===== src/rtl/ppm_pkg.sv =====
// ----------------------------------------------------------------------------
// ppm_pkg
// Shared types and constants of the PPM level meter: field widths, register
// indexes, dB constants in signed Q8.8, and the controller command and status.
// ----------------------------------------------------------------------------
`timescale 1ns / 1ps
`default_nettype none

package ppm_pkg;

  // field widths
  localparam int ELAPSED_W  = 16;
  localparam int PEAK_W     = 16;
  localparam int SQ_W       = 43;
  localparam int FRAMES_W   = 13;
  localparam int LEVEL_W    = 15;
  localparam int SEG_W      = 4;
  localparam int CFG_IDX_W  = 3;
  localparam int CFG_DATA_W = 16;
  localparam int LOG_W      = 22;
  localparam int DB_W       = 16;

  // configuration register indexes
  localparam logic [CFG_IDX_W-1:0] CFG_HOLD_TIME   = 3'd0;
  localparam logic [CFG_IDX_W-1:0] CFG_RELEASE     = 3'd1;
  localparam logic [CFG_IDX_W-1:0] CFG_MAX_TICK    = 3'd2;
  localparam logic [CFG_IDX_W-1:0] CFG_STALE       = 3'd3;
  localparam logic [CFG_IDX_W-1:0] CFG_RMS_CAL     = 3'd4;
  localparam logic [CFG_IDX_W-1:0] CFG_CREST_FLOOR = 3'd5;
  localparam logic [CFG_IDX_W-1:0] CFG_BOOST_MAX   = 3'd6;

  // dB limits, Q8.8
  localparam logic signed [DB_W-1:0] DB_OFF         = -16'sd15360;
  localparam logic signed [DB_W-1:0] DB_TARGET_MAX  = 16'sd1280;
  localparam logic signed [DB_W-1:0] DB_MEASURE_MIN = -16'sd30720;
  localparam logic signed [DB_W-1:0] ACT_DOWN       = -16'sd512;
  localparam logic signed [DB_W-1:0] ACT_UP         = 16'sd256;

  // 20*log10(2) in Q16
  localparam logic signed [19:0] K_20LOG2 = 20'sd394566;
  // log2 offsets in Q16: full scale peak and full scale square
  localparam logic signed [23:0] LOG_OFS_PEAK = 24'sd983040;
  localparam logic signed [23:0] LOG_OFS_RMS  = 24'sd1966080;

  // reciprocal of 1000 scaled by 2^36, rounded down
  localparam logic [26:0] RECIP_1000 = 27'd68719476;
  localparam int          RECIP_SH   = 36;

  // segment thresholds, ascending
  localparam logic signed [DB_W-1:0] SEG_THR [16] = '{
    -16'sd5120, -16'sd2048, -16'sd768, -16'sd256, 16'sd0, 16'sd256, 16'sd512, 16'sd1280,
    16'sd32767, 16'sd32767, 16'sd32767, 16'sd32767,
    16'sd32767, 16'sd32767, 16'sd32767, 16'sd32767
  };

  typedef enum logic [2:0] {
    OP_SLOW_N,
    OP_FAST_N,
    OP_PEAK,
    OP_SLOW_SQ,
    OP_FAST_SQ
  } log_op_t;

  typedef enum logic [1:0] {
    SEL_PEAK,
    SEL_SLOW,
    SEL_FAST
  } db_sel_t;

  typedef struct packed {
    logic    load;
    logic    log_start;
    log_op_t log_op;
    logic    db_mul;
    logic    db_rnd;
    db_sel_t db_sel;
    logic    comb;
    logic    tgt;
    logic    ball;
    logic    out_load;
    logic    ch;
  } cmd_t;

  typedef struct packed {
    logic log_done;
    logic new_block;
  } status_t;

endpackage

`default_nettype wire


===== src/rtl/ppm_ctrl.sv =====
// ----------------------------------------------------------------------------
// ppm_ctrl
// Sequencer of the meter: takes a request; for a new block runs the log
// operations, dB scaling, target forming per channel; then ballistics, result.
// ----------------------------------------------------------------------------
`timescale 1ns / 1ps
`default_nettype none

module ppm_ctrl (
  input  wire logic              clk,
  input  wire logic              rst,
  input  wire logic              in_valid,
  output logic                   in_stall,
  output logic                   out_valid,
  input  wire logic              out_stall,
  output ppm_pkg::cmd_t          cmd,
  input  wire ppm_pkg::status_t  status
);

  typedef enum logic [3:0] {
    S_IDLE,
    S_PREP,
    S_LOG_GO,
    S_LOG_WAIT,
    S_DB_MUL,
    S_DB_RND,
    S_COMB,
    S_TGT,
    S_BALL,
    S_OUT
  } state_t;

  state_t            state;
  logic [1:0]        prep_cnt;
  ppm_pkg::log_op_t  op;
  ppm_pkg::db_sel_t  sel;
  logic              ch;

  // command decode
  always_comb begin
    cmd           = '0;
    cmd.log_op    = op;
    cmd.db_sel    = sel;
    cmd.ch        = ch;
    cmd.load      = (state == S_IDLE) && in_valid;
    cmd.log_start = (state == S_LOG_GO);
    cmd.db_mul    = (state == S_DB_MUL);
    cmd.db_rnd    = (state == S_DB_RND);
    cmd.comb      = (state == S_COMB);
    cmd.tgt       = (state == S_TGT);
    cmd.ball      = (state == S_BALL);
    cmd.out_load  = (state == S_OUT) && (!out_valid || !out_stall);
    in_stall      = (state != S_IDLE);
  end

  always_ff @(posedge clk) begin
    if (rst) begin
      state     <= S_IDLE;
      prep_cnt  <= '0;
      op        <= ppm_pkg::OP_SLOW_N;
      sel       <= ppm_pkg::SEL_PEAK;
      ch        <= 1'b0;
      out_valid <= 1'b0;
    end else begin
      // result register handshake
      if (cmd.out_load) out_valid <= 1'b1;
      else if (!out_stall) out_valid <= 1'b0;

      unique case (state)
        S_IDLE: begin
          if (in_valid) begin
            prep_cnt <= '0;
            state    <= S_PREP;
          end
        end
        // release step settles meanwhile
        S_PREP: begin
          prep_cnt <= prep_cnt + 2'd1;
          if (prep_cnt == 2'd2) begin
            if (status.new_block) begin
              op    <= ppm_pkg::OP_SLOW_N;
              ch    <= 1'b0;
              state <= S_LOG_GO;
            end else begin
              state <= S_BALL;
            end
          end
        end
        S_LOG_GO: state <= S_LOG_WAIT;
        S_LOG_WAIT: begin
          if (status.log_done) begin
            unique case (op)
              ppm_pkg::OP_SLOW_N: begin
                op    <= ppm_pkg::OP_FAST_N;
                state <= S_LOG_GO;
              end
              ppm_pkg::OP_FAST_N: begin
                op    <= ppm_pkg::OP_PEAK;
                ch    <= 1'b0;
                state <= S_LOG_GO;
              end
              ppm_pkg::OP_PEAK: begin
                op    <= ppm_pkg::OP_SLOW_SQ;
                state <= S_LOG_GO;
              end
              ppm_pkg::OP_SLOW_SQ: begin
                op    <= ppm_pkg::OP_FAST_SQ;
                state <= S_LOG_GO;
              end
              ppm_pkg::OP_FAST_SQ: begin
                if (!ch) begin
                  ch    <= 1'b1;
                  op    <= ppm_pkg::OP_PEAK;
                  state <= S_LOG_GO;
                end else begin
                  ch    <= 1'b0;
                  sel   <= ppm_pkg::SEL_PEAK;
                  state <= S_DB_MUL;
                end
              end
              default: state <= S_IDLE;
            endcase
          end
        end
        S_DB_MUL: state <= S_DB_RND;
        S_DB_RND: begin
          unique case (sel)
            ppm_pkg::SEL_PEAK: begin
              sel   <= ppm_pkg::SEL_SLOW;
              state <= S_DB_MUL;
            end
            ppm_pkg::SEL_SLOW: begin
              sel   <= ppm_pkg::SEL_FAST;
              state <= S_DB_MUL;
            end
            default: state <= S_COMB;
          endcase
        end
        S_COMB: state <= S_TGT;
        S_TGT: begin
          if (!ch) begin
            ch    <= 1'b1;
            sel   <= ppm_pkg::SEL_PEAK;
            state <= S_DB_MUL;
          end else begin
            state <= S_BALL;
          end
        end
        S_BALL: state <= S_OUT;
        S_OUT: begin
          if (cmd.out_load) state <= S_IDLE;
        end
        default: state <= S_IDLE;
      endcase
    end
  end

endmodule

`default_nettype wire


===== config.mk =====
export PLATFORM = sky130hd
export DESIGN_NAME = ppm_ctrl
export DESIGN_NICKNAME = d
export VERILOG_FILES = /design/src/rtl/ppm_pkg.sv /design/src/rtl/ppm_ctrl.sv
export SDC_FILE = /design/constraint.sdc
export NUM_CORES = 1
export LEC_CHECK = 0
export ABC_AREA = 1
export BUFFER_PORTS_ARGS = -buffer_cell sky130_fd_sc_hd__buf_4
export CAP_MARGIN = 15
export CORE_MARGIN = 1.5
export CORE_UTILIZATION = 52
export CTS_BUF_LIST = sky130_fd_sc_hd__clkbuf_16
export DETAILED_ROUTE_END_ITERATION = 10
export PLACE_DENSITY = 0.79
export SETUP_SLACK_MARGIN = 0.02
export SLEW_MARGIN = 20
export SYNTH_ARGS = -nofsm -noshare
export SYNTH_HDL_FRONTEND = slang
export SYNTH_SLANG_ARGS = --single-unit

===== constraint.sdc =====
create_clock -name clk -period 1.7 [get_ports clk]
set_clock_uncertainty 0.05 [all_clocks]
set_input_delay 0 -clock clk [delete_from_list [all_inputs] [get_ports clk]]
set_output_delay 0 -clock clk [all_outputs]
set_load 0.03 [all_outputs]

# Yosys cells after proc, flatten, opt, wreduce, memory -nomap -nowiden
# Index checks and enable logic that the tools add are counted.
dict set report op_classes {
  n_addsub 1
  multipliers 0
  div_mod_pow 0
  order_cmp 0
  n_eq_ne 28
  shift 0
  n_mux 32
  n_bitwise 0
  reduce_logical 20
}
# operator n
set op_table {}
lappend op_table {{4-bit one-hot mux with 10 select lines} 1}
lappend op_table {{4-bit two-way mux} 6}
lappend op_table {{4-bit by 3-bit == test with 1-bit output (second input constant)} 4}
lappend op_table {{2-bit != test (second input constant)} 8}
lappend op_table {{3-bit two-way mux} 5}
lappend op_table {{3-bit one-hot mux with 5 select lines} 1}
lappend op_table {{2-bit two-way mux} 6}
lappend op_table {{3-bit one-hot mux with 2 select lines} 2}
lappend op_table {{6-bit AND reduction} 2}
lappend op_table {{4-bit by 2-bit == test with 1-bit output (second input constant)} 2}
lappend op_table {{4-bit == test (second input constant)} 2}
lappend op_table {{2-bit one-hot mux with 2 select lines} 2}
lappend op_table {{3-bit by 2-bit == test with 1-bit output (second input constant)} 2}
lappend op_table {{1-bit two-way mux} 6}
lappend op_table {{6-bit by 2-bit != test with 1-bit output (second input constant)} 1}
lappend op_table {{2-bit one-hot mux with 3 select lines} 1}
lappend op_table {{3-bit nonzero test} 2}
lappend op_table {{5-bit AND reduction} 1}
lappend op_table {{4-bit by 1-bit == test with 1-bit output (second input constant)} 1}
lappend op_table {{4-bit logical NOT} 1}
lappend op_table {{4-bit AND reduction} 1}
lappend op_table {{2-bit nonzero test} 2}
lappend op_table {{4-bit nonzero test} 1}
lappend op_table {{4-bit OR reduction} 1}
lappend op_table {{other kinds (18)} 20}
dict set report totals {
  reg_bits 13
  latch_bits 0
  ram_bits 0
  rom_bits 0
  inputBits 6
  output_inout_bits 16
  elab_cells 87
  memories 0
}

# Longest topological paths before layout
dict set report logic_depth {
  word_depth 5
  mapped_depth 10
  ltp_nobuf 10
}

# Worst setup path after synthesis
# Ideal clock, no wire load.
dict set report synth_timing {
  path_type {flip-flop to flip-flop}
  start {reg state[2]}
  end {reg prep_cnt[0]}
  setup_time_ns 0.121
  arrival_ns 1.552
  required_time_ns 1.529
  slack_ns -0.023
  path_stages_with_launch 7
  n_path_buf 0
  period_less_slack_ns 1.723
  cell_sequence {dfxtp_1 > nor2_4 > nand2_1 > nor2_1 > nor2_1 > nor2_1 > a211oi_1}
}
dict set report synth_between {
  elab_chain_cells 3
  elab_cells_between_ends 6
  classes_between {2 x eq/ne; 1 x mux; 3 x reduce/logical}
}
# item line
set synth_rtl {}
lappend synth_rtl {{start, declared} ppm_ctrl.sv:33} ;# state_t state;
lappend synth_rtl {{start signal, assigned} ppm_ctrl.sv:58} ;# state <= S_IDLE;
lappend synth_rtl {{start signal, assigned} ppm_ctrl.sv:73} ;# state <= S_PREP;
lappend synth_rtl {{start signal, assigned} ppm_ctrl.sv:83} ;# state <= S_LOG_GO;
lappend synth_rtl {{4-bit by 1-bit == test with 1-bit output or 4-bit logical NOT (tied branches)} ppm_ctrl.sv:69} ;# unique case (state)
lappend synth_rtl {{2-bit nonzero test (no line) or 2-bit != test (tied branches)} -}
lappend synth_rtl {{2-bit AND reduction (no line)} -}
lappend synth_rtl {{end signal, assigned} ppm_ctrl.sv:78} ;# prep_cnt <= prep_cnt + 2'd1;
lappend synth_rtl {{end, declared} ppm_ctrl.sv:34} ;# logic [1:0] prep_cnt;
# Several ways; a longest one is shown, not always the timed one.
# A chain may end at the register's enable or synchronous reset.

# Final worst setup path
dict set report layout_timing {
  start {reg state[0]}
  end {reg op[2]}
}
dict set report layout_between {
  elab_chain_cells 3
  elab_cells_between_ends 10
  classes_between {7 x eq/ne; 1 x mux; 2 x reduce/logical}
}
# item line
set layout_rtl {}
lappend layout_rtl {{4-bit by 2-bit == test with 1-bit output or 4-bit by 1-bit == test with 1-bit output (tied branches)} ppm_ctrl.sv:69}
lappend layout_rtl {{6-bit by 2-bit != test with 1-bit output (no line), or another cell as far along} -}
lappend layout_rtl {{6-bit AND reduction (no line)} -}
lappend layout_rtl {{end signal, assigned} ppm_ctrl.sv:60} ;# op <= ppm_pkg::OP_SLOW_N;
lappend layout_rtl {{end signal, assigned} ppm_ctrl.sv:81} ;# op <= ppm_pkg::OP_SLOW_N;
lappend layout_rtl {{end signal, assigned} ppm_ctrl.sv:94} ;# op <= ppm_pkg::OP_FAST_N;
lappend layout_rtl {{end, declared} ppm_ctrl.sv:35} ;# ppm_pkg::log_op_t op;
# Several ways; a longest one is shown, not always the timed one.

==> PnR_summary.wiki <==
{| class="wikitable"
! Metric !! Value
|-
| Result of the run || complete, no violations
|-
| Clock root cell || sky130_fd_sc_hd__clkbuf_16
|-
| TritonCTS sink count || 13
|-
| Wire length of the first global-routing pass || 3670 µm
|-
| Maximum single-stage delay on the critical path || 0.41 ns
|-
| Capture point of the worst reg-to-reg path || op[2]$_SDFFE_PP0P_
|-
| Worst setup path category || reg2reg
|-
| Share of total power in combinational logic || 0.269
|-
| CTS tree || built
|-
| Biggest area consumer among synthesized cells || sky130_fd_sc_hd__dfxtp_1
|-
| Number of design-rule violations left by the first detailed-router iteration || 27
|-
| Layout Cells excl Fill || 189
|-
| Critical R2R Launch || state[0]$_SDFFE_PP0P_
|-
| Final core utilization || 0.7059
|-
| Leakage power || 0.6180 nW
|-
| Share of final-layout standard cells stronger than drive strength 1 || 0.2733
|-
| Setup TNS || 0 ns
|-
| Htree depth || 1
|-
| HPWL after detailed placement || 1722 µm
|-
| Filler Cell Count || 145
|-
| Leftover overflow at the end of global routing || 0
|-
| Area fraction of the dominant cell type after synthesis || 0.2834
|-
| Critical Path RT || 1.78 ns
|-
| Number of enable-type register cells in the synthesized netlist || 0
|-
| Std-Cell Rows || 15
|-
| Sequential cell area in the final layout || 260.3 µm²
|-
| Drt wl/cell || 11.54 µm
|-
| Internal reg-to-reg setup slack || 0.28 ns
|-
| Post-Synthesis Cells || 146
|-
| Max-cap violations || 0
|-
| Cell types with the largest area share after synthesis || sky130_fd_sc_hd__dfxtp_1, sky130_fd_sc_hd__nand2_1, sky130_fd_sc_hd__nor2_1
|-
| Post-Synthesis Net Count || 153
|-
| Post-detailed-route DRC marker count || 0
|-
| Count of final max-slew check failures || 0
|-
| Source-to-sink clock delay at the later pin of the worst-skew pair || 0.24 ns
|-
| Hold violation count in the final report || 0
|-
| Total via count after detailed routing || 1,004
|-
| Post-synthesis instance area || 918.4 µm²
|-
| Chip height || 45.03 µm
|-
| Avg Cell Area, Syn || 6.290 µm²
|-
| Routability Congestion || 0.8724
|-
| Final critical-path share of the clock period || 0.8361
|-
| Overall die width || 45.03 µm
|-
| Number of synthesized register bits || 13
|-
| Power per cell area || 922.3 nW/µm²
|-
| Worst path slowest cell || sky130_fd_sc_hd__dfxtp_1
|-
| Net Sw Power || 0.3548 mW
|-
| Count leader, synth || sky130_fd_sc_hd__nand2_1
|-
| Vias per inst || 5.312
|-
| I/O pin count || 22
|-
| Sequential area share after synthesis || 0.2834
|-
| Commonest register cell after synthesis || sky130_fd_sc_hd__dfxtp_1
|-
| Total GRT Usage || 0.2405
|-
| Area of the core region || 1689 µm²
|-
| Initial antenna violation count || 0
|-
| Worst Reg2Reg Path Length in Cells || 9
|-
| Largest net degree at the start of global routing || 9
|-
| Cell area after placement || 1092 µm²
|-
| Number of iterations in the first detailed-routing pass || 4
|-
| Inst Count DP || 183
|-
| Power Internal || 0.7449 mW
|-
| Most frequent cells after synthesis || sky130_fd_sc_hd__nand2_1, sky130_fd_sc_hd__nor2_1, sky130_fd_sc_hd__inv_1, sky130_fd_sc_hd__nand3_1, sky130_fd_sc_hd__dfxtp_1
|-
| RSZ-0062 raised after global routing || false
|-
| Diodes inserted || 0
|-
| Sink of the worst hold path || state[1]$_SDFFE_PP0P_
|-
| Source of the worst hold timing path || status[1]
|-
| Total die area || 2027 µm²
|-
| Number of warning messages in the yosys log || 0
|-
| CP Cell Sequence || inv_2 > nor2_4 > nand3_1 > nand2_2 > nor2_4 > nand2_4 > nand2_1 > nand2_1 > nor2_2
|-
| Cts bufs inserted || 3
|-
| Asr flop ratio synth || 0
|-
| Crit path DAT || 1.50 ns
|-
| Post-DRT Antenna Nets || 0
|-
| VDD IR max || 0.7653 mV
|-
| Worst setup EP type || register
|-
| Final number of setup-violating endpoints || 0
|-
| Worst hold-check path type || in2reg
|-
| Input/output buffers || 21
|-
| Startpoint type of the worst setup path || register
|-
| Worst rel slew slack || 0.7870
|-
| Max clock buf depth || 2
|-
| Fin crit period || 1.421 ns
|-
| Cell count of the worst hold path || 4
|-
| Via count of the first global-routing pass || 878
|-
| Reg power frac || 0.332
|-
| Routed wire length || 2181 µm
|-
| Clock Power Share || 0.399
|-
| Design Power || 1.100 mW
|-
| Net count reported at finish || 180
|-
| Actual transition at the worst max-transition pin || 0.3191 ns
|-
| Maximum clock frequency || 703.5 MHz
|-
| Synthesis-to-layout area growth || 29.84%
|-
| Number of distinct library cells after synthesis || 23
|-
| Multi-input logic area || 574.3 µm²
|-
| Clock transition at path regs || 0.05 ns
|-
| Switching power share of the total || 0.3226
|-
| Initial standard-cell utilization of the core || 0.5437
|-
| Final standard cell area without fillers || 1192 µm²
|-
| Crit-path max FO || 8
|}
==> cell families after synthesis <==
kind of cell / after synthesis / synth area share
AND/OR/NAND/NOR: 93 / 0.4905
buffers and inverters: 22 / 0.09400
AO/OA/AOI/OAI: 17 / 0.1185
flip-flops: 13 / 0.2834
adder cells (fa/ha/maj): 1 / 0.01362
==> how the worst max path moves through the flow <==
stage | startpoint | endpoint | cells after the start
floorplan | state[1]$_SDFFE_PP0P_ | sel[1]$_SDFFE_PP0P_ | 7
global placement | state[0]$_SDFFE_PP0P_ | op[2]$_SDFFE_PP0P_ | 9
detailed placement | state[0]$_SDFFE_PP0P_ | op[2]$_SDFFE_PP0P_ | 9
CTS | state[3]$_SDFFE_PP0P_ | cmd[1] | 5
global route | state[0]$_SDFFE_PP0P_ | op[2]$_SDFFE_PP0P_ | 9
finish | state[0]$_SDFFE_PP0P_ | op[2]$_SDFFE_PP0P_ | 9
==> power by group through the flow <==
stage | clock network (mW) | logic, mW | registers, mW
global placement | 0 | 0.287 | 0.368
detailed placement | 0 | 0.290 | 0.370
global route | 0.473 | 0.329 | 0.368
floorplan | 0 | 0.199 | 0.382
finish | 0.439 | 0.296 | 0.365
CTS | 0.451 | 0.296 | 0.364
==> timing repair <==
| item | CTS | global route |
|---|---|---|
| setup endpoints to repair | 0 | 0 |
| hold buffers | 2 | 0 |
| hold endpoints to repair | 6 | 0 |
| buffers inserted | 0 | 0 |
| gates resized for setup | 0 | 0 |
==> per-layer routing <==
layer | share of wire | wire [µm] | global-route usage
met1 | 0.46 | 1011 | 0.3383
met2 | 0.48 | 1054 | 0.3800
met3 | 0.047 | 102 | 0.04000
met4 | 0.0055 | 12 | 0.06471
met5 | 0 | 0 | 0
==> cells in the final DEF, fill, tap and decap left out <==
master                          Yosys  final
sky130_fd_sc_hd__nand3_2            1      1
sky130_fd_sc_hd__o21ai_0            3      3
sky130_fd_sc_hd__clkinv_2           0      1
sky130_fd_sc_hd__clkbuf_16          0      3
sky130_fd_sc_hd__dfxtp_1           13     13
sky130_fd_sc_hd__ha_1               1      1
sky130_fd_sc_hd__nor2_4             4      4
sky130_fd_sc_hd__dlygate4sd3_1      0      2
sky130_fd_sc_hd__inv_1             17     17
sky130_fd_sc_hd__o21bai_1           1      1
sky130_fd_sc_hd__nor2_1            23     22
sky130_fd_sc_hd__a22oi_1            1      1
sky130_fd_sc_hd__nand2_1           34     34
sky130_fd_sc_hd__o211ai_4           1      1
sky130_fd_sc_hd__nand3_1           15     15
sky130_fd_sc_hd__or2_0              1      1
sky130_fd_sc_hd__o21ai_1            1      1
sky130_fd_sc_hd__buf_4              1     21
sky130_fd_sc_hd__nand4_2            1      1
sky130_fd_sc_hd__a21oi_1            9      9
sky130_fd_sc_hd__nor3_1             4      4
sky130_fd_sc_hd__a211oi_1           1      1
sky130_fd_sc_hd__nand2_4            1      1
sky130_fd_sc_hd__nor2_2             5      6
sky130_fd_sc_hd__nand2_2            4      4
sky130_fd_sc_hd__inv_2              4      4
==> worst max-delay path, delay by kind of cell (launching register included) <==
kind	cells	cell delay [ns]
flip-flops	1	0.41
buffers and inverters	1	0.09
AND/OR/NAND/NOR	8	0.76
==> cell type report <==
class	instances	share of cell area
clock inverter	1	0.004197
inverter	21	0.06611
tap	17	0.01784
multi-input combinational	111	0.4816
timing repair buffer	23	0.1490
sequential	13	0.2183
clock buffer	3	0.06296
==> flip-flops by register name, indices dropped and copies added, names as in the netlist <==
name	flops
prep_cnt	2
state	4
sel	2
op	3
ch	1
out_valid	1
==> through the flow <==
stage / hold slack (ns) / setup WS (ns)
2_1_floorplan: 0.01907 / 0.08465
6_report: 0.02126 / 0.2786
3_3_place_gp: 0.1695 / 0.2918
3_5_place_dp: 0.1731 / 0.3036
5_1_grt: 0.03891 / 0.1386
4_1_cts: 0.01645 / 0.2962
Note: power is estimated with default switching activity, not from simulation.
