## config.mk

```make
export PLATFORM = sky130hd
export DESIGN_NAME = ppm_datapath
export DESIGN_NICKNAME = d
export VERILOG_FILES = /design/src/rtl/ppm_pkg.sv /design/src/rtl/ppm_log2.sv /design/src/rtl/ppm_datapath.sv
export SDC_FILE = /design/constraint.sdc
export NUM_CORES = 2
export LEC_CHECK = 0
export ABC_AREA = 1
export BUFFER_PORTS_ARGS = -buffer_cell sky130_fd_sc_hd__buf_2
export CAP_MARGIN = 15
export CELL_PAD_IN_SITES_DETAIL_PLACEMENT = 0
export CELL_PAD_IN_SITES_GLOBAL_PLACEMENT = 1
export CORE_ASPECT_RATIO = 1.2
export CORE_MARGIN = 2
export CORE_UTILIZATION = 40
export DETAILED_ROUTE_END_ITERATION = 6
export PLACE_DENSITY = 0.76
export SLEW_MARGIN = 10
export SYNTH_ARGS = -nofsm -noshare
export SYNTH_HDL_FRONTEND = slang
export SYNTH_HIERARCHICAL = 1
export SYNTH_SLANG_ARGS = --single-unit
```

## constraint.sdc

```tcl
create_clock -name clk -period 22.7 [get_ports clk]
set_clock_uncertainty 0.05 [all_clocks]
set_input_delay 3.405 -clock clk [delete_from_list [all_inputs] [get_ports clk]]
set_output_delay 3.405 -clock clk [all_outputs]
set_load 0.03 [all_outputs]
```

## src/rtl/ppm_pkg.sv

```systemverilog
// ----------------------------------------------------------------------------
// ppm_pkg
// Shared types and constants of the PPM level meter: field widths, register
// indexes, dB constants in signed Q8.8, and the controller command and status.
// ----------------------------------------------------------------------------
`timescale 1ns / 1ps
`default_nettype none

package ppm_pkg;

  // field widths
  localparam int ELAPSED_W  = 16;
  localparam int PEAK_W     = 16;
  localparam int SQ_W       = 43;
  localparam int FRAMES_W   = 13;
  localparam int LEVEL_W    = 15;
  localparam int SEG_W      = 4;
  localparam int CFG_IDX_W  = 3;
  localparam int CFG_DATA_W = 16;
  localparam int LOG_W      = 22;
  localparam int DB_W       = 16;

  // configuration register indexes
  localparam logic [CFG_IDX_W-1:0] CFG_HOLD_TIME   = 3'd0;
  localparam logic [CFG_IDX_W-1:0] CFG_RELEASE     = 3'd1;
  localparam logic [CFG_IDX_W-1:0] CFG_MAX_TICK    = 3'd2;
  localparam logic [CFG_IDX_W-1:0] CFG_STALE       = 3'd3;
  localparam logic [CFG_IDX_W-1:0] CFG_RMS_CAL     = 3'd4;
  localparam logic [CFG_IDX_W-1:0] CFG_CREST_FLOOR = 3'd5;
  localparam logic [CFG_IDX_W-1:0] CFG_BOOST_MAX   = 3'd6;

  // dB limits, Q8.8
  localparam logic signed [DB_W-1:0] DB_OFF         = -16'sd15360;
  localparam logic signed [DB_W-1:0] DB_TARGET_MAX  = 16'sd1280;
  localparam logic signed [DB_W-1:0] DB_MEASURE_MIN = -16'sd30720;
  localparam logic signed [DB_W-1:0] ACT_DOWN       = -16'sd512;
  localparam logic signed [DB_W-1:0] ACT_UP         = 16'sd256;

  // 20*log10(2) in Q16
  localparam logic signed [19:0] K_20LOG2 = 20'sd394566;
  // log2 offsets in Q16: full scale peak and full scale square
  localparam logic signed [23:0] LOG_OFS_PEAK = 24'sd983040;
  localparam logic signed [23:0] LOG_OFS_RMS  = 24'sd1966080;

  // reciprocal of 1000 scaled by 2^36, rounded down
  localparam logic [26:0] RECIP_1000 = 27'd68719476;
  localparam int          RECIP_SH   = 36;

  // segment thresholds, ascending
  localparam logic signed [DB_W-1:0] SEG_THR [16] = '{
    -16'sd5120, -16'sd2048, -16'sd768, -16'sd256, 16'sd0, 16'sd256, 16'sd512, 16'sd1280,
    16'sd32767, 16'sd32767, 16'sd32767, 16'sd32767,
    16'sd32767, 16'sd32767, 16'sd32767, 16'sd32767
  };

  typedef enum logic [2:0] {
    OP_SLOW_N,
    OP_FAST_N,
    OP_PEAK,
    OP_SLOW_SQ,
    OP_FAST_SQ
  } log_op_t;

  typedef enum logic [1:0] {
    SEL_PEAK,
    SEL_SLOW,
    SEL_FAST
  } db_sel_t;

  typedef struct packed {
    logic    load;
    logic    log_start;
    log_op_t log_op;
    logic    db_mul;
    logic    db_rnd;
    db_sel_t db_sel;
    logic    comb;
    logic    tgt;
    logic    ball;
    logic    out_load;
    logic    ch;
  } cmd_t;

  typedef struct packed {
    logic log_done;
    logic new_block;
  } status_t;

endpackage

`default_nettype wire

```

## src/rtl/ppm_log2.sv

```systemverilog
// ----------------------------------------------------------------------------
// ppm_log2
// Iterative log2 in Q.16: normalise the operand a byte or a bit per cycle,
// then one squaring of the Q1.30 mantissa per fraction bit.
// ----------------------------------------------------------------------------
`timescale 1ns / 1ps
`default_nettype none

module ppm_log2 (
  input  wire logic                       clk,
  input  wire logic                       rst,
  input  wire logic                       start,
  input  wire logic [ppm_pkg::SQ_W-1:0]   x,
  output logic                            done,
  output logic [ppm_pkg::LOG_W-1:0]       result
);

  typedef enum logic [1:0] {L_IDLE, L_NORM, L_SQ} lstate_t;

  lstate_t                    state;
  logic [ppm_pkg::SQ_W-1:0]   xr;
  logic [5:0]                 e;
  logic [30:0]                m;
  logic [15:0]                frac;
  logic [3:0]                 cnt;
  logic [61:0]                sq;
  logic [31:0]                sq_sh;
  logic                       fbit;
  logic [30:0]                m_next;

  // mantissa squaring step
  always_comb begin
    sq     = {31'd0, m} * {31'd0, m};
    sq_sh  = sq[61:30];
    fbit   = sq_sh[31];
    m_next = fbit ? sq_sh[31:1] : sq_sh[30:0];
  end

  always_ff @(posedge clk) begin
    if (rst) begin
      state <= L_IDLE;
      done  <= 1'b0;
    end else begin
      done <= 1'b0;
      unique case (state)
        L_IDLE: begin
          if (start) begin
            if (x == '0) begin
              result <= '0;
              done   <= 1'b1;
            end else begin
              xr    <= x;
              e     <= 6'd42;
              state <= L_NORM;
            end
          end
        end
        // left-align the leading one
        L_NORM: begin
          if (xr[42]) begin
            m     <= xr[42:12];
            frac  <= '0;
            cnt   <= '0;
            state <= L_SQ;
          end else if (xr[42:35] == 8'd0) begin
            xr <= {xr[34:0], 8'd0};
            e  <= e - 6'd8;
          end else begin
            xr <= {xr[41:0], 1'b0};
            e  <= e - 6'd1;
          end
        end
        // one fraction bit per cycle
        L_SQ: begin
          m    <= m_next;
          frac <= {frac[14:0], fbit};
          cnt  <= cnt + 4'd1;
          if (cnt == 4'd15) begin
            result <= {e, frac[14:0], fbit};
            done   <= 1'b1;
            state  <= L_IDLE;
          end
        end
        default: state <= L_IDLE;
      endcase
    end
  end

endmodule

`default_nettype wire

```

## src/rtl/ppm_datapath.sv

```systemverilog
// ----------------------------------------------------------------------------
// ppm_datapath
// Registers, log unit, dB scaling, target forming and ballistics of the
// meter; steered step by step by the controller commands.
// ----------------------------------------------------------------------------
`timescale 1ns / 1ps
`default_nettype none

module ppm_datapath #(
  parameter int MAX_FRAMES = 4096,
  parameter int SEGMENTS   = 8,
  parameter int CHANNELS   = 2
) (
  input  wire logic                               clk,
  input  wire logic                               rst,
  input  wire ppm_pkg::cmd_t                      cmd,
  output ppm_pkg::status_t                        status,
  input  wire logic [ppm_pkg::ELAPSED_W-1:0]      elapsed_ms,
  input  wire logic                               restart,
  input  wire logic                               new_block,
  input  wire logic [ppm_pkg::PEAK_W-1:0]         peak_left,
  input  wire logic [ppm_pkg::PEAK_W-1:0]         peak_right,
  input  wire logic [ppm_pkg::SQ_W-1:0]           slow_sq_left,
  input  wire logic [ppm_pkg::SQ_W-1:0]           slow_sq_right,
  input  wire logic [ppm_pkg::FRAMES_W-1:0]       slow_frames,
  input  wire logic [ppm_pkg::SQ_W-1:0]           fast_sq_left,
  input  wire logic [ppm_pkg::SQ_W-1:0]           fast_sq_right,
  input  wire logic [ppm_pkg::FRAMES_W-1:0]       fast_frames,
  input  wire logic                               cfg_write,
  input  wire logic [ppm_pkg::CFG_IDX_W-1:0]      cfg_index,
  input  wire logic [ppm_pkg::CFG_DATA_W-1:0]     cfg_data,
  output logic signed [ppm_pkg::LEVEL_W-1:0]      level_left,
  output logic signed [ppm_pkg::LEVEL_W-1:0]      level_right,
  output logic [ppm_pkg::SEG_W-1:0]               segments_left,
  output logic [ppm_pkg::SEG_W-1:0]               segments_right
);

  localparam logic [31:0] MAX_F = 32'(MAX_FRAMES);

  // configuration
  logic [9:0]  hold_time;
  logic [7:0]  release_rate;
  logic [9:0]  max_tick;
  logic [15:0] stale;
  logic [5:0]  rms_cal;
  logic [5:0]  crest_floor;
  logic [3:0]  boost_max;

  // meter state
  logic signed [ppm_pkg::DB_W-1:0] target  [2];
  logic signed [ppm_pkg::DB_W-1:0] disp    [2];
  logic [9:0]                      hold    [2];
  logic [15:0]                     tsb;
  logic                            seen;

  // captured request
  logic                            new_block_r;
  logic [9:0]                      dt;
  logic [ppm_pkg::PEAK_W-1:0]      peak_r  [2];
  logic [ppm_pkg::SQ_W-1:0]        ssq_r   [2];
  logic [ppm_pkg::SQ_W-1:0]        fsq_r   [2];
  logic [ppm_pkg::FRAMES_W-1:0]    sn_r;
  logic [ppm_pkg::FRAMES_W-1:0]    fn_r;
  logic [ppm_pkg::FRAMES_W-1:0]    sn_sat;
  logic [ppm_pkg::FRAMES_W-1:0]    fn_sat;
  logic [16:0]                     tsb_sum;
  logic [15:0]                     tsb_base;

  // log results
  logic [ppm_pkg::LOG_W-1:0]       lg_sn;
  logic [ppm_pkg::LOG_W-1:0]       lg_fn;
  logic [ppm_pkg::LOG_W-1:0]       lg_pk   [2];
  logic [ppm_pkg::LOG_W-1:0]       lg_ss   [2];
  logic [ppm_pkg::LOG_W-1:0]       lg_fs   [2];
  logic [ppm_pkg::SQ_W-1:0]        log_x;
  logic                            log_done;
  logic [ppm_pkg::LOG_W-1:0]       log_res;

  // dB scaling
  logic signed [23:0]              db_d;
  logic signed [43:0]              db_prod;
  logic                            db_neg;
  logic [43:0]                     db_mag;
  logic [43:0]                     db_rsum;
  logic [19:0]                     db_r;
  logic signed [ppm_pkg::DB_W-1:0] db_val;
  logic                            db_zero;
  logic signed [ppm_pkg::DB_W-1:0] db_pk;
  logic signed [ppm_pkg::DB_W-1:0] db_slow;
  logic signed [ppm_pkg::DB_W-1:0] db_fast;

  // target forming
  logic                            pk_zero;
  logic                            ssq_zero;
  logic                            fsq_zero;
  logic                            sn_zero;
  logic                            fn_zero;
  logic signed [18:0]              act_x3;
  logic [18:0]                     act_mag;
  logic [18:0]                     act_half;
  logic signed [18:0]              act_v;
  logic signed [17:0]              boost_v;
  logic signed [ppm_pkg::DB_W-1:0] act_r;
  logic signed [ppm_pkg::DB_W-1:0] boost_r;
  logic signed [17:0]              tgt_sum;
  logic signed [ppm_pkg::DB_W-1:0] tgt_val;

  // release step
  logic [25:0]                     rel_n;
  logic [52:0]                     rel_p;
  logic [16:0]                     rel_q0;
  logic [26:0]                     rel_rem;
  logic [16:0]                     step;

  // ballistics
  logic                            silent;
  logic signed [ppm_pkg::DB_W-1:0] tgt_eff   [2];
  logic signed [ppm_pkg::DB_W-1:0] disp_next [2];
  logic [9:0]                      hold_next [2];
  logic signed [17:0]              rel_d     [2];

  function automatic logic [ppm_pkg::SEG_W-1:0] seg_count(
    input logic signed [ppm_pkg::DB_W-1:0] db
  );
    logic [ppm_pkg::SEG_W-1:0] n;
    n = '0;
    for (int i = 0; i < 16; i++) begin
      if (i < SEGMENTS && db >= ppm_pkg::SEG_THR[i]) n = ppm_pkg::SEG_W'(i + 1);
    end
    return n;
  endfunction

  assign status.log_done  = log_done;
  assign status.new_block = new_block_r;

  // frame count saturation and block age
  always_comb begin
    sn_sat   = ({19'd0, slow_frames} > MAX_F) ? ppm_pkg::FRAMES_W'(MAX_FRAMES) : slow_frames;
    fn_sat   = ({19'd0, fast_frames} > MAX_F) ? ppm_pkg::FRAMES_W'(MAX_FRAMES) : fast_frames;
    tsb_base = restart ? 16'd0 : tsb;
    tsb_sum  = {1'b0, tsb_base} + {1'b0, elapsed_ms};
  end

  // zero flags of the current channel
  always_comb begin
    pk_zero  = (peak_r[cmd.ch] == '0);
    ssq_zero = (ssq_r[cmd.ch] == '0);
    fsq_zero = (fsq_r[cmd.ch] == '0);
    sn_zero  = (sn_r == '0);
    fn_zero  = (fn_r == '0);
  end

  // log operand select
  always_comb begin
    unique case (cmd.log_op)
      ppm_pkg::OP_SLOW_N:  log_x = {30'd0, sn_r};
      ppm_pkg::OP_FAST_N:  log_x = {30'd0, fn_r};
      ppm_pkg::OP_PEAK:    log_x = {27'd0, peak_r[cmd.ch]};
      ppm_pkg::OP_SLOW_SQ: log_x = ssq_r[cmd.ch];
      ppm_pkg::OP_FAST_SQ: log_x = fsq_r[cmd.ch];
      default:             log_x = '0;
    endcase
  end

  ppm_log2 u_log2 (
    .clk    (clk),
    .rst    (rst),
    .start  (cmd.log_start),
    .x      (log_x),
    .done   (log_done),
    .result (log_res)
  );

  // log difference to be scaled to dB
  always_comb begin
    unique case (cmd.db_sel)
      ppm_pkg::SEL_PEAK:
        db_d = $signed({2'b00, lg_pk[cmd.ch]}) - ppm_pkg::LOG_OFS_PEAK;
      ppm_pkg::SEL_SLOW:
        db_d = $signed({2'b00, lg_ss[cmd.ch]}) - $signed({2'b00, lg_sn})
               - ppm_pkg::LOG_OFS_RMS;
      ppm_pkg::SEL_FAST:
        db_d = $signed({2'b00, lg_fs[cmd.ch]}) - $signed({2'b00, lg_fn})
               - ppm_pkg::LOG_OFS_RMS;
      default: db_d = '0;
    endcase
  end

  // round half away from zero, clamp to -120..0 dB
  always_comb begin
    db_neg  = db_prod[43];
    db_mag  = db_neg ? 44'(-db_prod) : 44'(db_prod);
    if (cmd.db_sel == ppm_pkg::SEL_PEAK) begin
      db_rsum = db_mag + (44'd1 << 23);
      db_r    = db_rsum[43:24];
    end else begin
      db_rsum = db_mag + (44'd1 << 24);
      db_r    = {1'b0, db_rsum[43:25]};
    end
    if (!db_neg) db_val = '0;
    else if (db_r > 20'd30720) db_val = ppm_pkg::DB_MEASURE_MIN;
    else db_val = -$signed({1'b0, db_r[14:0]});
    unique case (cmd.db_sel)
      ppm_pkg::SEL_PEAK: db_zero = pk_zero;
      ppm_pkg::SEL_SLOW: db_zero = ssq_zero || sn_zero;
      ppm_pkg::SEL_FAST: db_zero = fsq_zero || fn_zero;
      default:           db_zero = 1'b1;
    endcase
  end

  // activity and crest boost
  always_comb begin
    act_x3   = 19'sd3 * ($signed({{3{db_fast[15]}}, db_fast})
                         - $signed({{3{db_slow[15]}}, db_slow}));
    act_mag  = act_x3[18] ? 19'(-act_x3) : 19'(act_x3);
    act_half = (act_mag + 19'd1) >> 1;
    act_v    = act_x3[18] ? -$signed(act_half) : $signed(act_half);
    boost_v  = $signed({{2{db_pk[15]}}, db_pk}) - $signed({{2{db_slow[15]}}, db_slow})
               - $signed({4'd0, crest_floor, 8'd0});
  end

  // target sum and clamp
  always_comb begin
    tgt_sum = $signed({{2{db_slow[15]}}, db_slow}) + $signed({4'd0, rms_cal, 8'd0})
              + $signed({{2{act_r[15]}}, act_r}) + $signed({{2{boost_r[15]}}, boost_r});
    if (sn_zero) tgt_val = ppm_pkg::DB_OFF;
    else if (tgt_sum < 18'(ppm_pkg::DB_OFF)) tgt_val = ppm_pkg::DB_OFF;
    else if (tgt_sum > 18'(ppm_pkg::DB_TARGET_MAX)) tgt_val = ppm_pkg::DB_TARGET_MAX;
    else tgt_val = tgt_sum[15:0];
  end

  // release step correction after the reciprocal product
  always_comb begin
    rel_q0  = rel_p[52:ppm_pkg::RECIP_SH];
    rel_rem = {1'b0, rel_n} - 27'({10'd0, rel_q0} * 27'd1000);
  end

  // ballistics next values
  always_comb begin
    silent = !seen || (tsb > stale);
    for (int c = 0; c < 2; c++) begin
      tgt_eff[c]   = silent ? ppm_pkg::DB_OFF : target[c];
      rel_d[c]     = $signed({{2{disp[c][15]}}, disp[c]}) - $signed({1'b0, step});
      disp_next[c] = disp[c];
      hold_next[c] = hold[c];
      if (tgt_eff[c] >= disp[c]) begin
        disp_next[c] = tgt_eff[c];
        hold_next[c] = hold_time;
      end else if (hold[c] != 10'd0) begin
        hold_next[c] = (hold[c] > dt) ? hold[c] - dt : 10'd0;
      end else if (rel_d[c] < 18'(tgt_eff[c])) begin
        disp_next[c] = tgt_eff[c];
      end else if (rel_d[c] < 18'(ppm_pkg::DB_OFF)) begin
        disp_next[c] = ppm_pkg::DB_OFF;
      end else begin
        disp_next[c] = rel_d[c][15:0];
      end
    end
  end

  // configuration registers
  always_ff @(posedge clk) begin
    if (rst) begin
      hold_time    <= 10'd120;
      release_rate <= 8'd12;
      max_tick     <= 10'd100;
      stale        <= 16'd300;
      rms_cal      <= 6'd14;
      crest_floor  <= 6'd10;
      boost_max    <= 4'd4;
    end else if (cfg_write) begin
      unique case (cfg_index)
        ppm_pkg::CFG_HOLD_TIME:   hold_time    <= cfg_data[9:0];
        ppm_pkg::CFG_RELEASE:     release_rate <= cfg_data[7:0];
        ppm_pkg::CFG_MAX_TICK:    max_tick     <= cfg_data[9:0];
        ppm_pkg::CFG_STALE:       stale        <= cfg_data;
        ppm_pkg::CFG_RMS_CAL:     rms_cal      <= cfg_data[5:0];
        ppm_pkg::CFG_CREST_FLOOR: crest_floor  <= cfg_data[5:0];
        ppm_pkg::CFG_BOOST_MAX:   boost_max    <= cfg_data[3:0];
        default: ;
      endcase
    end
  end

  // meter state
  always_ff @(posedge clk) begin
    if (rst) begin
      for (int c = 0; c < 2; c++) begin
        target[c] <= ppm_pkg::DB_OFF;
        disp[c]   <= ppm_pkg::DB_OFF;
        hold[c]   <= 10'd0;
      end
      tsb  <= 16'd0;
      seen <= 1'b0;
    end else begin
      if (cmd.load) begin
        if (restart) begin
          for (int c = 0; c < 2; c++) begin
            target[c] <= ppm_pkg::DB_OFF;
            disp[c]   <= ppm_pkg::DB_OFF;
            hold[c]   <= 10'd0;
          end
        end
        if (new_block) begin
          seen <= 1'b1;
          tsb  <= 16'd0;
        end else begin
          seen <= seen && !restart;
          tsb  <= tsb_sum[16] ? 16'hFFFF : tsb_sum[15:0];
        end
      end
      if (cmd.tgt) target[cmd.ch] <= tgt_val;
      if (cmd.ball) begin
        for (int c = 0; c < 2; c++) begin
          disp[c] <= disp_next[c];
          hold[c] <= hold_next[c];
        end
      end
    end
  end

  // payload registers
  always_ff @(posedge clk) begin
    if (cmd.load) begin
      new_block_r <= new_block;
      dt          <= (elapsed_ms > {6'd0, max_tick}) ? max_tick : elapsed_ms[9:0];
      peak_r[0]   <= peak_left;
      peak_r[1]   <= peak_right;
      ssq_r[0]    <= slow_sq_left;
      ssq_r[1]    <= slow_sq_right;
      fsq_r[0]    <= fast_sq_left;
      fsq_r[1]    <= fast_sq_right;
      sn_r        <= sn_sat;
      fn_r        <= fn_sat;
    end
    // release step pipeline: dt, then rel_n, rel_p and step
    rel_n <= {18'({8'd0, release_rate} * {8'd0, dt}), 8'd0} + 26'd500;
    rel_p <= {27'd0, rel_n} * {26'd0, ppm_pkg::RECIP_1000};
    step  <= (rel_rem >= 27'd1000) ? rel_q0 + 17'd1 : rel_q0;
    if (log_done) begin
      unique case (cmd.log_op)
        ppm_pkg::OP_SLOW_N:  lg_sn          <= log_res;
        ppm_pkg::OP_FAST_N:  lg_fn          <= log_res;
        ppm_pkg::OP_PEAK:    lg_pk[cmd.ch]  <= log_res;
        ppm_pkg::OP_SLOW_SQ: lg_ss[cmd.ch]  <= log_res;
        ppm_pkg::OP_FAST_SQ: lg_fs[cmd.ch]  <= log_res;
        default: ;
      endcase
    end
    if (cmd.db_mul) db_prod <= db_d * ppm_pkg::K_20LOG2;
    if (cmd.db_rnd) begin
      unique case (cmd.db_sel)
        ppm_pkg::SEL_PEAK: db_pk   <= db_zero ? ppm_pkg::DB_MEASURE_MIN : db_val;
        ppm_pkg::SEL_SLOW: db_slow <= db_zero ? ppm_pkg::DB_MEASURE_MIN : db_val;
        ppm_pkg::SEL_FAST: db_fast <= db_zero ? ppm_pkg::DB_MEASURE_MIN : db_val;
        default: ;
      endcase
    end
    if (cmd.comb) begin
      if (ssq_zero || fsq_zero || fn_zero) act_r <= '0;
      else if (act_v < 19'(ppm_pkg::ACT_DOWN)) act_r <= ppm_pkg::ACT_DOWN;
      else if (act_v > 19'(ppm_pkg::ACT_UP)) act_r <= ppm_pkg::ACT_UP;
      else act_r <= act_v[15:0];
      if (boost_v < 18'sd0) boost_r <= '0;
      else if (boost_v > $signed({6'd0, boost_max, 8'd0})) boost_r <= {4'd0, boost_max, 8'd0};
      else boost_r <= boost_v[15:0];
    end
    if (cmd.out_load) begin
      level_left     <= disp[0][ppm_pkg::LEVEL_W-1:0];
      segments_left  <= seg_count(disp[0]);
      if (CHANNELS >= 2) begin
        level_right    <= disp[1][ppm_pkg::LEVEL_W-1:0];
        segments_right <= seg_count(disp[1]);
      end else begin
        level_right    <= ppm_pkg::DB_OFF[ppm_pkg::LEVEL_W-1:0];
        segments_right <= '0;
      end
    end
  end

endmodule

`default_nettype wire

```

# --- Word level (Yosys, flattened, before mapping) ---
# Memory sizes are Yosys's and may differ from the RTL's.
# Cells that the tools add are included.
totals:
  ff_bits: 537
  mem_bits_rw: 420
  in_bits: 284
  out_inout_bits: 40
  n_memories: 9
mem_list:
  columns: ["memory", "depth", "word_bits", "rd", "rd_ports_with_merged_regs", "wr", "line_no", "text"]
  rows:
  - ["fsq_r", 2, 43, 1, 0, 2, "ppm_datapath.sv:61", "logic [ppm_pkg::SQ_W-1:0] fsq_r [2];"]
  - ["ssq_r", 2, 43, 1, 0, 2, "ppm_datapath.sv:60", "logic [ppm_pkg::SQ_W-1:0] ssq_r [2];"]
  - ["lg_fs", 2, 22, 1, 0, 1, "ppm_datapath.sv:74", "logic [ppm_pkg::LOG_W-1:0] lg_fs [2];"]
  - ["lg_pk", 2, 22, 1, 0, 1, "ppm_datapath.sv:72", "logic [ppm_pkg::LOG_W-1:0] lg_pk [2];"]
  - ["lg_ss", 2, 22, 1, 0, 1, "ppm_datapath.sv:73", "logic [ppm_pkg::LOG_W-1:0] lg_ss [2];"]
  - ["disp", 2, 16, 2, 0, 2, "ppm_datapath.sv:51", "logic signed [ppm_pkg::DB_W-1:0] disp [2];"]
  - ["3 more memories", null, null, null, null, null, null, null]
op_classes:
  n_addsub: 29
  n_mul: 6
  n_lt_le_gt_ge: 36
  eq_ne: 21
  muxes: 115
  bitwise_logic: 11
  reduce_logical: 44
ops:
  columns: ["op", "n"]
  rows:
  - ["$mux W16", 27]
  - ["$pmux W43 S5", 1]
  - ["$mux W43", 4]
  - ["$logic_not A43 Y1", 3]
  - ["$mux W10", 11]
  - ["$pmux W43 S2", 1]
  - ["$pmux W24 S3", 1]
  - ["$mux W22", 3]
  - ["$ge A16 B11 Y1 const B", 4]
  - ["$ge A16 B12 Y1 const B", 4]
  - ["$mul A31 B31 Y62", 1]
  - ["$mux W31", 2]
  - ["$pmux W31 S2", 1]
  - ["$lt A18 B15 Y1 const B", 3]
  - ["$mux W4", 13]
  - ["$mul A26 B25 Y51 const B", 1]
  - ["$sub A23 B22 Y24 const B", 2]
  - ["$sub A22 B22 Y23", 2]
  - ["$add A44 B24 Y44 const B", 1]
  - ["$add A44 B25 Y44 const B", 1]
  - ["$mux W44", 1]
  - ["$neg A44 Y44", 1]
  - ["$pmux W22 S2", 1]
  - ["$mul A24 B19 Y43 const B", 1]
  - ["other kinds (79)", 172]

# --- Depth between registers and ports, before layout ---
logic_depth:
  ltp_word: 10
  mapped_depth: 53
  ltp_nobuf: 53

# --- Hierarchy ---
# The synthesis kept the hierarchy.
by_module_without_submodules:
  columns: ["mod", "n_inst", "cells_each", "area_each_um2", "seq_area_each_um2"]
  rows:
  - ["ppm_datapath", 1, 7368, 66288.6, 22461.5]
  - ["ppm_log2", 1, 4330, 34838.4, 3693.5]

# --- Worst setup path before layout ---
# OpenSTA, ideal clock, no wires.
synth_path:
  kind: "input -> register"
  from: "input port cmd[0] (netlist bit)"
  to: "register db_prod[40] (data pin)"
  setup_time_ps: 265
  t_arrival_ps: 12865
  required_time_ps: 22385
  path_slack_ps: 9520
  path_stages: 47
  path_buffers: 8
  path_cell_list: "clkbuf_1 -> clkbuf_1 -> buf_1 -> clkbuf_1 -> clkbuf_1 -> clkbuf_1 -> clkbuf_1 -> nand2_1 -> nand2_1 -> ha_1 -> nand2_1 -> o21ai_0 -> a21oi_1 -> o21ai_0 -> nand3_1 -> nand3_1 -> a21boi_0 -> a21oi_1 -> [11 not listed] -> clkbuf_1 -> ha_1 -> xor2_1 -> xor2_1 -> ha_1 -> fa_1 -> inv_1 -> fa_1 -> inv_1 -> fa_1 -> ha_1 -> a21oi_1 -> o21ai_0 -> a21oi_1 -> o21bai_1 -> a21boi_0 -> o21ai_0 -> xor2_1"
synth_via:
  elab_chain_cells: 5
  word_cells_on_any_way: 10
  cone_classes: "add/sub (5); mul (1); mux (1); memory (3)"
synth_rtl:
  columns: ["item", "line_no", "text"]
  rows:
  - ["start: declaration", "ppm_datapath.sv:16", "input wire ppm_pkg::cmd_t cmd,"]
  - ["$mem_v2 Z2 W22, on equally long branches", null, null]
  - ["$sub A22 B22 Y23, on equally long branches", "ppm_datapath.sv:183, ppm_datapath.sv:180", null]
  - ["$sub A23 B22 Y24, on equally long branches", "ppm_datapath.sv:184, ppm_datapath.sv:181", null]
  - ["$pmux W24 S3 *", "ppm_datapath.sv:176", "unique case (cmd.db_sel)"]
  - ["$mul A24 B19 Y43 *", "ppm_datapath.sv:350", "if (cmd.db_mul) db_prod <= db_d * ppm_pkg::K_20LOG2;"]
  - ["end signal: assignment", "ppm_datapath.sv:350", null]
  - ["end: declaration", "ppm_datapath.sv:81", "logic signed [43:0] db_prod;"]
# Every way passes the cells marked *; elsewhere a longest branch is shown, timed or not.
# A chain may end at the register's enable or synchronous reset.

# --- Final worst setup path ---
# Ends and elaborated chain as after synthesis.

==> impl_results.md <==
- Status: complete, no violations
- Root buf cell: clkbuf_16
- Buffers added on ports: 323
- Setup TNS: 0 ps
- # nets final: 14.5k
- # resized after CTS: 0
- Post-synth EDFFs: 783
- Register area share after synthesis: 25.9%
- Hold crit path type: reg -> reg
- Share of cells above drive strength 1: 6.71%
- Gp weighted congestion: 0.927
- Setup crit end kind: flop
- H-tree depth: 3
- Chip width: 463 um
- Total grt overflow: 0
- I/O pins: 324
- Core ar.: 0.252 mm2
- WS Path Type: in -> reg
- Fillers: 24.8k
- Crit path max-delay cell type: clkinv_2
- CTS sink cnt: 915
- Area Growth Syn to Fin: 8.87%
- Startpoint types: input pin
- Initial antenna violation count: 14
- Final hold vios: 0
- Avg Synthesized Cell Area: 8.64 um2
- Top-area cell type share of the netlist area: 23.3%
- Max_cap viols: 0
- Synth cell count leaders: inv_1, nand2_1, fa_1, ha_1, edfxtp_1
- Post-DR wirelength/cell: 17.7 um
- Post-route cell area: 0.110 mm2
- All-Layer GR Usage: 21.4%
- Number of routed nets with antenna violations: 0
- Max Clk Rate: 75.4 MHz
- DR iter-0 viols: 4,759
- Final min period: 13,260 ps
- DR vias: 76.1k
- Final period util: 58.4%
- Ys async rst share: 0%
- Synth warnings: 6
- Most area-consuming cells after synthesis: edfxtp_1, fa_1, ha_1
- Final wirelength: 273,000 um
- Drc violations: 0
- Cell count after synthesis: 11.7k
- Finished Layout Cells: 15.4k
- Clk pin slew, worst setup/hold paths: 60 ps
- CTS tree: built
- Slew HR: 22.1%
- Die Ht: 555 um
- Vias in the first global route: 79.5k
- RSZ-0062 raised after global routing: no
- Total CTS buffers: 100
- Vias per cell: 4.94
- DP Area: 0.107 mm2
- Worst skew pair latency: 790 ps
- # setup viols final: 0
- Worst Tran Pin Value: 1170 ps
- Yosys reg bits: 915
- WP data required: 23,140 ps
- Final Max Tran Viols: 0
- # hold bufs at CTS: 0
- Footprint of the multi-input gates: 0.0636 mm2
- First-pass GRT wire length: 436,000 um
- Row Count: 202
- Synth Cell Area: 0.101 mm2
- Storage cell area: 0.0262 mm2
- Post CTS Setup Buffer Count: 0
- Die area: 0.257 mm2
- Clock buffer depth: 3
- Yosys top cell by area: edfxtp_1
- Post-DP HPWL: 222,000 um
- Max incr delay on CP: 800 ps
- Cell count after placement: 15.2k
- Initial Util: 40.1%
- Worst Path Max Fanout: 72
- Critical Path AT: 13,700 ps
- Synth unique cells: 71
- Most common cell in the synthesized netlist: inv_1
- Initial DRT Pass Iterations: 6
- Largest net degree at the start of global routing: 103
- Worst hold slack: 412 ps
- Top FF cell, synth: edfxtp_1
==> metal layers <==
metal	GRT usage (%)	part of all wire, %
met5	0	0.0029
met1	27.6	43
met4	5.67	2.7
met2	38.1	50
met3	1.99	4.1
==> state kept, by name, summed over array words and instances (netlist names), 17 cells and up <==
name,count
lg_sn,22
target,32
lg_fs,44
hold,20
rel_p,17
lg_fn,22
peak_r,32
lg_ss,44
u_log2/m,31
disp,32
fsq_r,86
lg_pk,44
u_log2/result,22
ssq_r,86
rel_n,18
db_prod,43
step,17
u_log2/xr,43
==> layout make-up <==
type	count	share of cell area [%]
inverters	2782	9.49
diodes	9	0.0205
repair buffers	404	2.07
well taps	3366	3.83
flip-flops and latches	915	23.8
clock buffers	119	2.35
multi-input cells	7747	57.7
clock inverters	67	0.750
==> per-stage QoR <==
stage	setup slack, ps	util [%]
after floorplan	9520	-
after global placement	8600	42.3
after detailed placement	8610	42.3
after CTS	9410	43.7
after global routing	8540	43.7
final	9440	43.7
==> logic make-up after synthesis <==
family | share of synthesized area [%]
and+or+nand+nor | 16.5
buffers and inverters | 11.4
adders and majority gates | 36.1
AOI/OAI and AO/OA | 6.64
DFF | 25.9
xor gates and xnor gates | 2.82
muxes | 0.742
other | 0.00371
==> cells in the final DEF, fill, tap and decap left out, types with 228 or more instances in the layout <==
| master | count |
|---|---|
| xor2_1 | 228 |
| nand2_1 | 2410 |
| inv_1 | 2745 |
| edfxtp_1 | 783 |
| nor2_1 | 614 |
| a21oi_1 | 532 |
| ha_1 | 1088 |
| nand3_1 | 416 |
| buf_2 | 322 |
| o21ai_0 | 371 |
| fa_1 | 1143 |
==> critical path: cells and delay by family <==
family                   cells  cell delay (ps)
adder cells (fa/ha/maj)      9             3570
AO/OA/AOI/OAI               12             2690
buffers and inverters        8             2230
AND/OR/NAND/NOR             11             1410
XOR/XNOR                     2              320
==> worst paths after layout <==
| check | cells after the start | end | from | slack [ps] |
|---|---|---|---|---|
| max | 42 | db_prod[40]$_DFFE_PP_ | cmd[0] | 9440 |
| min | 2 | stale[11]$_SDFFE_PP0P_ | stale[11]$_SDFFE_PP0P_ | 410 |
| max reg2reg | 39 | db_prod[40]$_DFFE_PP_ | lg_ss[1][6]$_DFFE_PP_ | 13640 |
| min reg2reg | 2 | stale[11]$_SDFFE_PP0P_ | stale[11]$_SDFFE_PP0P_ | 410 |
Power is not shown: default switching activity piles up to over one toggle a cycle in this logic, so the estimate is an artifact.
